--- config.mk ---
export PLATFORM = sky130hd
export DESIGN_NAME = ps2_mouse_cursor_tracker_unit
export DESIGN_NICKNAME = d
export VERILOG_FILES = /design/src/sv/ps2mct_pkg.sv /design/src/sv/ps2_mouse_cursor_tracker_unit.sv
export VERILOG_INCLUDE_DIRS = /design/src /design/src/sv
export SDC_FILE = /design/constraint.sdc
export NUM_CORES = 1
export LEC_CHECK = 0
export BUFFER_PORTS_ARGS = -buffer_cell sky130_fd_sc_hd__buf_2
export CELL_PAD_IN_SITES_DETAIL_PLACEMENT = 1
export CELL_PAD_IN_SITES_GLOBAL_PLACEMENT = 1
export CORE_MARGIN = 2
export CORE_UTILIZATION = 50
export CTS_BUF_LIST = sky130_fd_sc_hd__clkbuf_4 sky130_fd_sc_hd__clkbuf_8
export CTS_CLUSTER_DIAMETER = 30
export DETAILED_ROUTE_END_ITERATION = 16
export HOLD_SLACK_MARGIN = 0.02
export PLACE_DENSITY_LB_ADDON = 0.25
export REMOVE_ABC_BUFFERS = 1
export SKIP_CTS_REPAIR_TIMING = 1
export SLEW_MARGIN = 15
export SYNTH_ARGS = -nofsm -noshare
export SYNTH_HDL_FRONTEND = slang
export SYNTH_SLANG_ARGS = --single-unit
--- constraint.sdc ---
create_clock -name clk_i -period 9.8 [get_ports clk_i]
set_input_delay 1.96 -clock clk_i [delete_from_list [all_inputs] [get_ports clk_i]]
set_output_delay 1.96 -clock clk_i [all_outputs]
set_load 0.02 [all_outputs]
--- src/sv/ps2_mouse_cursor_tracker_unit_macros.svh ---
// ----------------------------------------------------------------------------
// PS/2 mouse cursor tracker: assertion macros
// Shared concurrent assertion forms, clocked on clk_i, disabled in reset.
// ----------------------------------------------------------------------------
`ifndef PS2_MOUSE_CURSOR_TRACKER_UNIT_MACROS_SVH
`define PS2_MOUSE_CURSOR_TRACKER_UNIT_MACROS_SVH

// Same-cycle implication
`define PS2MCT_ASSERT_NOW(lbl, ante, cons) \
  lbl: assert property (@(posedge clk_i) disable iff (!rst_ni) (ante) |-> (cons)) \
    else $error("ps2mct: same-cycle check failed");

// Next-cycle implication
`define PS2MCT_ASSERT_NEXT(lbl, ante, cons) \
  lbl: assert property (@(posedge clk_i) disable iff (!rst_ni) (ante) |=> (cons)) \
    else $error("ps2mct: next-cycle check failed");

`endif

--- src/sv/ps2mct_pkg.sv ---
// ----------------------------------------------------------------------------
// PS/2 mouse cursor tracker package
// Field widths, register indexes, header masks and the move scaling function.
// ----------------------------------------------------------------------------
package ps2mct_pkg;

  // Field widths
  localparam int BYTE_W     = 8;
  localparam int TERM_W     = 2;
  localparam int COL_W      = 7;
  localparam int ROW_W      = 5;
  localparam int SLOT_W     = 2;
  localparam int MOVE_W     = 5;
  localparam int CFG_IDX_W  = 1;
  localparam int CFG_DATA_W = 7;

  // Configuration register indexes
  localparam logic [CFG_IDX_W-1:0] CFG_SCREEN_COLS = 1'b0;
  localparam logic [CFG_IDX_W-1:0] CFG_SCREEN_ROWS = 1'b1;

  // Register reset values
  localparam logic [COL_W-1:0] COLS_RESET = 7'd80;
  localparam logic [ROW_W-1:0] ROWS_RESET = 5'd25;

  // Packet byte slots
  localparam logic [SLOT_W-1:0] SLOT_HDR = 2'd0;
  localparam logic [SLOT_W-1:0] SLOT_DX  = 2'd1;
  localparam logic [SLOT_W-1:0] SLOT_DY  = 2'd2;
  localparam logic [SLOT_W-1:0] SLOT_BAD = 2'd3;

  // Header bits: overflow Y/X (7,6) and the always-one bit (3)
  localparam logic [BYTE_W-1:0] HDR_SYNC_MASK = 8'hC8;
  localparam logic [BYTE_W-1:0] HDR_OVF_MASK  = 8'hC0;

  // Two's complement byte divided by ten, truncated toward zero.
  // Magnitude is at most 128, so (m * 205) >> 11 is exact.
  function automatic logic signed [MOVE_W-1:0] scaled_move(input logic [BYTE_W-1:0] b);
    logic [BYTE_W-1:0] mag;
    logic [15:0]       prod;
    logic [MOVE_W-1:0] q;
    mag  = b[BYTE_W-1] ? (~b + 8'd1) : b;
    prod = 16'(mag) * 16'd205;
    q    = prod[15:11];
    return b[BYTE_W-1] ? $signed(-q) : $signed(q);
  endfunction

endpackage

--- src/sv/ps2_mouse_cursor_tracker_unit.sv ---
// ----------------------------------------------------------------------------
// PS/2 mouse cursor tracker
// Assembles 3-byte mouse packets and moves a per-terminal text cursor.
// ----------------------------------------------------------------------------
// Usage:
//   Input channel (in_valid_i / in_stall_o) carries one mouse byte and the
//   active terminal index per word. Every third byte of a packet yields one
//   result word on the output channel (out_valid_o / out_stall_i) with the
//   old and new cursor position and a dropped flag for overflow packets.
//   Other bytes yield nothing.
//   A packet's last byte waits in the input register, and the result
//   register loads the result word from it once that register is free.
//   Throughput: one byte per cycle while no stalled result is held; the
//   whole packet step is one pass of logic between the input register and
//   the result register. A full result register that is stalled holds its
//   word; the input register then fills and in_stall_o rises until the
//   result is taken. Reset clears the packet bytes, the slot counter and
//   all cursors, and loads 80 columns and 25 rows. The user writes the
//   limits through the cfg_we_i / cfg_idx_i / cfg_data_i port only while
//   the block is idle; the block itself does not enforce this.
// ----------------------------------------------------------------------------
`include "ps2_mouse_cursor_tracker_unit_macros.svh"

module ps2_mouse_cursor_tracker_unit #(
  parameter int TERMINALS = 3
) (
  input  logic                               clk_i,
  input  logic                               rst_ni,
  // configuration
  input  logic                               cfg_we_i,
  input  logic [ps2mct_pkg::CFG_IDX_W-1:0]   cfg_idx_i,
  input  logic [ps2mct_pkg::CFG_DATA_W-1:0]  cfg_data_i,
  // byte input
  input  logic                               in_valid_i,
  output logic                               in_stall_o,
  input  logic [ps2mct_pkg::BYTE_W-1:0]      rx_byte_i,
  input  logic [ps2mct_pkg::TERM_W-1:0]      terminal_i,
  // result output
  output logic                               out_valid_o,
  input  logic                               out_stall_i,
  output logic                               dropped_o,
  output logic [ps2mct_pkg::COL_W-1:0]       old_x_o,
  output logic [ps2mct_pkg::ROW_W-1:0]       old_y_o,
  output logic [ps2mct_pkg::COL_W-1:0]       new_x_o,
  output logic [ps2mct_pkg::ROW_W-1:0]       new_y_o
);
  import ps2mct_pkg::*;

  localparam int TermIdxW = (TERMINALS > 1) ? $clog2(TERMINALS) : 1;

  // Configuration registers
  logic [COL_W-1:0] cols_q;
  logic [ROW_W-1:0] rows_q;

  // Input register
  logic              s1_valid_q;
  logic [BYTE_W-1:0] s1_byte_q;
  logic [TERM_W-1:0] s1_term_q;

  // Packet state: the last byte is used straight from the input register
  logic [BYTE_W-1:0] pkt0_q, pkt1_q;
  logic [SLOT_W-1:0] slot_q, slot_d;
  logic [SLOT_W-1:0] slot_eff;
  logic [COL_W-1:0]  cur_col_q [TERMINALS];
  logic [ROW_W-1:0]  cur_row_q [TERMINALS];

  // Result register
  logic             out_valid_q;
  logic             dropped_q;
  logic [COL_W-1:0] old_x_q, new_x_q;
  logic [ROW_W-1:0] old_y_q, new_y_q;

  // Step logic
  logic                     out_free;
  logic                     fire;
  logic                     completes;
  logic                     overflow;
  logic                     term_ok;
  logic [TermIdxW-1:0]      term_idx;
  logic [COL_W-1:0]         ox, nx;
  logic [ROW_W-1:0]         oy, ny;
  logic signed [MOVE_W-1:0] dx, dy;
  logic signed [COL_W+1:0]  tx;
  logic signed [ROW_W+1:0]  ty;

  // Handshake
  assign out_free   = !out_valid_q || !out_stall_i;
  assign fire       = s1_valid_q && out_free;
  assign in_stall_o = s1_valid_q && !out_free;

  // Configuration writes
  always_ff @(posedge clk_i or negedge rst_ni) begin
    if (!rst_ni) begin
      cols_q <= COLS_RESET;
      rows_q <= ROWS_RESET;
    end else if (cfg_we_i) begin
      unique case (cfg_idx_i)
        CFG_SCREEN_COLS: cols_q <= cfg_data_i;
        CFG_SCREEN_ROWS: rows_q <= ROW_W'(cfg_data_i);
        default: ;
      endcase
    end
  end

  // Input register
  always_ff @(posedge clk_i or negedge rst_ni) begin
    if (!rst_ni) begin
      s1_valid_q <= 1'b0;
    end else if (!in_stall_o) begin
      s1_valid_q <= in_valid_i;
    end
  end

  always_ff @(posedge clk_i) begin
    if (in_valid_i && !in_stall_o) begin
      s1_byte_q <= rx_byte_i;
      s1_term_q <= terminal_i;
    end
  end

  // Slot selection with resync on a header lacking the sync bits or on SLOT_BAD
  always_comb begin
    if ((pkt0_q & HDR_SYNC_MASK) == '0 || slot_q == SLOT_BAD) begin
      slot_eff = SLOT_HDR;
    end else begin
      slot_eff = slot_q;
    end
    completes = (slot_eff == SLOT_DY);
    slot_d    = completes ? SLOT_HDR : slot_eff + 2'd1;
  end

  // Packet evaluation: header and dx stored, dy is the incoming byte
  always_comb begin
    overflow = (pkt0_q & HDR_OVF_MASK) != '0;
    term_ok  = 32'(s1_term_q) < TERMINALS;
    term_idx = TermIdxW'(s1_term_q);
    dx       = scaled_move(pkt1_q);
    dy       = scaled_move(s1_byte_q);
    ox       = '0;
    oy       = '0;
    if (term_ok) begin
      ox = cur_col_q[term_idx];
      oy = cur_row_q[term_idx];
    end
    tx = $signed({2'b00, ox}) + $signed({{4{dx[MOVE_W-1]}}, dx});
    ty = $signed({2'b00, oy}) - $signed({{2{dy[MOVE_W-1]}}, dy});
    nx = ox;
    ny = oy;
    if (term_ok && !overflow) begin
      if (!tx[COL_W+1] && tx[COL_W:0] < {1'b0, cols_q}) nx = tx[COL_W-1:0];
      if (!ty[ROW_W+1] && ty[ROW_W:0] < {1'b0, rows_q}) ny = ty[ROW_W-1:0];
    end
  end

  // Packet bytes and slot
  always_ff @(posedge clk_i or negedge rst_ni) begin
    if (!rst_ni) begin
      pkt0_q <= '0;
      pkt1_q <= '0;
      slot_q <= SLOT_HDR;
    end else if (fire) begin
      slot_q <= slot_d;
      unique case (slot_eff)
        SLOT_HDR: pkt0_q <= s1_byte_q;
        SLOT_DX:  pkt1_q <= s1_byte_q;
        SLOT_DY:  ;
        default:  pkt0_q <= s1_byte_q;
      endcase
    end
  end

  // Cursor store
  always_ff @(posedge clk_i or negedge rst_ni) begin
    if (!rst_ni) begin
      for (int i = 0; i < TERMINALS; i++) begin
        cur_col_q[i] <= '0;
        cur_row_q[i] <= '0;
      end
    end else if (fire && completes && term_ok && !overflow) begin
      cur_col_q[term_idx] <= nx;
      cur_row_q[term_idx] <= ny;
    end
  end

  // Result register
  always_ff @(posedge clk_i or negedge rst_ni) begin
    if (!rst_ni) begin
      out_valid_q <= 1'b0;
    end else if (fire && completes) begin
      out_valid_q <= 1'b1;
    end else if (!out_stall_i) begin
      out_valid_q <= 1'b0;
    end
  end

  always_ff @(posedge clk_i) begin
    if (fire && completes) begin
      dropped_q <= overflow;
      old_x_q   <= ox;
      old_y_q   <= oy;
      new_x_q   <= nx;
      new_y_q   <= ny;
    end
  end

  assign out_valid_o = out_valid_q;
  assign dropped_o   = dropped_q;
  assign old_x_o     = old_x_q;
  assign old_y_o     = old_y_q;
  assign new_x_o     = new_x_q;
  assign new_y_o     = new_y_q;

  // Checks
  `PS2MCT_ASSERT_NEXT(a_result_follows_packet, fire && completes, out_valid_q)
  `PS2MCT_ASSERT_NOW(a_dropped_no_move, out_valid_q && dropped_q, old_x_q == new_x_q && old_y_q == new_y_q)
  `PS2MCT_ASSERT_NEXT(a_col_move_in_range, fire && completes && nx != ox, new_x_q < cols_q)
  `PS2MCT_ASSERT_NEXT(a_row_move_in_range, fire && completes && ny != oy, new_y_q < rows_q)

endmodule
==> results.yml <==
timing:
  fin_ws_ns: 1.07
  setup_violations: 0
  drv_slew: 0
  hold_violations: 0
  timing.final.crit_period_ns: 8.73
  period_share_pct: 89.1
  fmax_mhz: 115
  worstMarginPinSlew_ns: 0.980
  slew_headroom_pct: 34.3
  fin_skew_ns: 0.0157
  rsz0062_at_grt: "no"
  setup_tns_ns: 0
yosys:
  synthSimpleGateAreaFrac_pct: 8.91
  synthAdderAreaFrac_pct: 25.5
  synth.top_cell.area_share_pct: 19.5
  yosysWarningCount: 0
  synth_area_um2: 7430
  ys_seq_elements: 98
  post-synth-top-count-cell: "ha_1"
  synth_top_family_by_area: "adder cells"
  syn_inst: 704
  synth_cell_type_count: 53
  synth_enable_flop_cells: 35
  synth_top_cells_by_count: "113 x ha_1, 100 x inv_1, 58 x dfrtp_1"
  synth_compound_area_share_pct: 8.96
  ys_top_cells_by_area: "dfrtp_1 20%, ha_1 19%, edfxtp_1 14%, mux2_2 7.9%, fa_1 6.5%"
  ys_seq_area_share_pct: 35.4
  synthMuxAreaShare_pct: 10.8
  synth_area_leader_cell: "dfrtp_1"
  post_synth_xor_area_fraction_pct: 4.65
  synth_ff_type: "dfrtp_1"
  synthArstFlopShare_pct: 64.3
  avgSynthCellArea_um2: 10.6
hold_path:
  whs_path_depth: 2
  hp-start: "cur_col_q[20]$_DFFE_PN0P_"
  hold-path-endpoint: "cur_col_q[20]$_DFFE_PN0P_"
  hp-class: "reg -> reg"
worst_setup_path:
  arrival_ns: 9.00
  critPathBufInv: 5
  crit_path_end_kind: "flip-flop"
  r2r_cells: 32
  critPathTopFamily: "compound AO/OA/AOI/OAI gates"
  rr_endpoint: "cur_col_q[12]$_DFFE_PN0P_"
  critPathMostFrequentCell: "inv_1"
  crit_cells: 32
  rr_startpoint: "pkt1_q[0]$_DFFE_PN0P_"
  r2r_slack_ns: 1.07
  setup.worst_path.start: "pkt1_q[0]$_DFFE_PN0P_"
  cpMaxStageDelayCell: "fa_1"
  crit_type: "reg -> reg"
  worstSetupStartpointType: "flip-flop"
  path_max_fanout: 7
  cp_data_required_time_ns: 10.07
  max_stage_delay_ns: 0.53
layout:
  nNetsFinal: 914
  utilization_pct: 55.5
  drive_gt1_share_pct: 17.9
  area_growth_syn_to_layout_pct: 8.62
  n_antenna_cell: 0
die:
  core.rowCount: 44
  die_x_um: 126
  io_pins: 50
  core_area_um2: 14500
  fp.dieH_um: 126
  dieArea_um2: 15900
  initial_core_util_pct: 51.1
global_routing:
  grtUsageTotal_pct: 22.9
  use_met3_pct: 2.51
  grt_max_degree: 64
  grt_pass1_wl_um: 29000
  antenna_found_initial: 0
  gr-usage-met2_pct: 40.8
  gr-total-overflow: 0
  use_met1_pct: 29.3
  grt_pass1_vias: 5800
  grt.busiest_layer: "met2"
clock_network:
  cts_sinks: 98
  clk_pin_slew_ns: 0.10
  cts_buffers: 9
  clock_path_buffers: 2
  cts-htree-levels: 3
  root_buffer: "clkbuf_8"
  worstSkewPairLatency_ns: 0.39
  cts_tree: "built"
routing:
  drc: 0
  num_vias: 5241
  dr.first_iter.drc_count: 199
  wl_um: 17300
  drt_pass1_iterations: 4
  ant_nets: 0
  wl_per_cell_um: 18.3
  via_per_inst: 5.56
placement:
  place_ws_ns: 0.943
  io_buffers: 49
  gp_congestion: 0.859
  hpwl_um: 13700
outcome:
  status: "finished clean"
flow_run:
  cap_violations: 0
[cells by family after synthesis]
kind of cell,after synthesis
DFF,98
AOI/OAI and AO/OA,108
and+or+nand+nor,137
xor gates and xnor gates,37
buffers and inverters,115
adders and majority gates,137
muxes,72
[layout by cell type (no fill, tap or decap), drive strengths merged, types with 13 or more instances in the layout]
| master | netlist | final |
|---|---|---|
| mux2 | 54 | 54 |
| inv | 100 | 102 |
| a21oi | 29 | 29 |
| dfrtp | 58 | 58 |
| fa | 24 | 24 |
| nor2 | 22 | 22 |
| mux2i | 18 | 18 |
| ha | 113 | 113 |
| xnor2 | 26 | 26 |
| edfxtp | 35 | 35 |
| nand2 | 56 | 56 |
| o21ai | 42 | 42 |
| nand2b | 14 | 14 |
| a21o | 13 | 13 |
| buf | 0 | 54 |
[worst register-to-register path: cells and delay by family, from the launching register on]
family / cells / cell delay (ns)
AO/OA/AOI/OAI: 11 / 2.66
adder cells (fa/ha/maj): 7 / 2.63
multiplexers: 3 / 1.07
AND/OR/NAND/NOR: 4 / 0.92
flip-flops: 1 / 0.48
XOR/XNOR: 2 / 0.47
buffers and inverters: 5 / 0.38
[per-layer routing]
layer  part of all wire, %  up-vias
li1                      -     2508
met1                    44     2637
met2                    51       68
met3                   2.2       28
met4                   1.9        0
met5                     0        -
[worst max-delay path by stage]
stage                           endpoint  slack, ns
3_3_place_gp   cur_col_q[11]$_DFFE_PN0P_       1.32
5_1_grt        cur_col_q[12]$_DFFE_PN0P_       0.55
3_5_place_dp   cur_col_q[12]$_DFFE_PN0P_       0.94
2_1_floorplan  cur_col_q[14]$_DFFE_PN0P_       2.11
4_1_cts        cur_col_q[12]$_DFFE_PN0P_       0.92
6_report       cur_col_q[12]$_DFFE_PN0P_       1.07
[layout make-up]
| type | count | area [um^2] |
|---|---|---|
| clock buffer | 9 | 124 |
| multi-input combinational | 491 | 4370 |
| tap | 184 | 230 |
| clock inverter | 7 | 53.8 |
| fill | 1603 | 6460 |
| sequential | 98 | 2630 |
| timing repair buffer | 54 | 283 |
| inverter | 100 | 375 |
[stage by stage]
step / instances / instance area [um^2] / hold slack (ns)
floorplan: 689 / 7380 / 0.447
global placement: 927 / 7890 / 0.461
detailed placement: 927 / 7890 / 0.478
CTS: 943 / 8070 / 0.502
global route: 943 / 8070 / 0.532
finish: 943 / 8070 / 0.494
[registers in the layout (all words and copies together), names as in the netlist]
register     count
cols_q           7
cur_col_q       21
cur_row_q       15
dropped_o        1
new_x_o          7
new_y_o          5
old_x_o          7
old_y_o          5
out_valid_o      1
pkt0_q           3
pkt1_q           8
rows_q           5
s1_byte_q        8
s1_term_q        2
s1_valid_q       1
slot_q           2
Power is left out: the tool's default activity adds up to more than one toggle a clock period on the data nets, which glitch-free logic cannot reach.
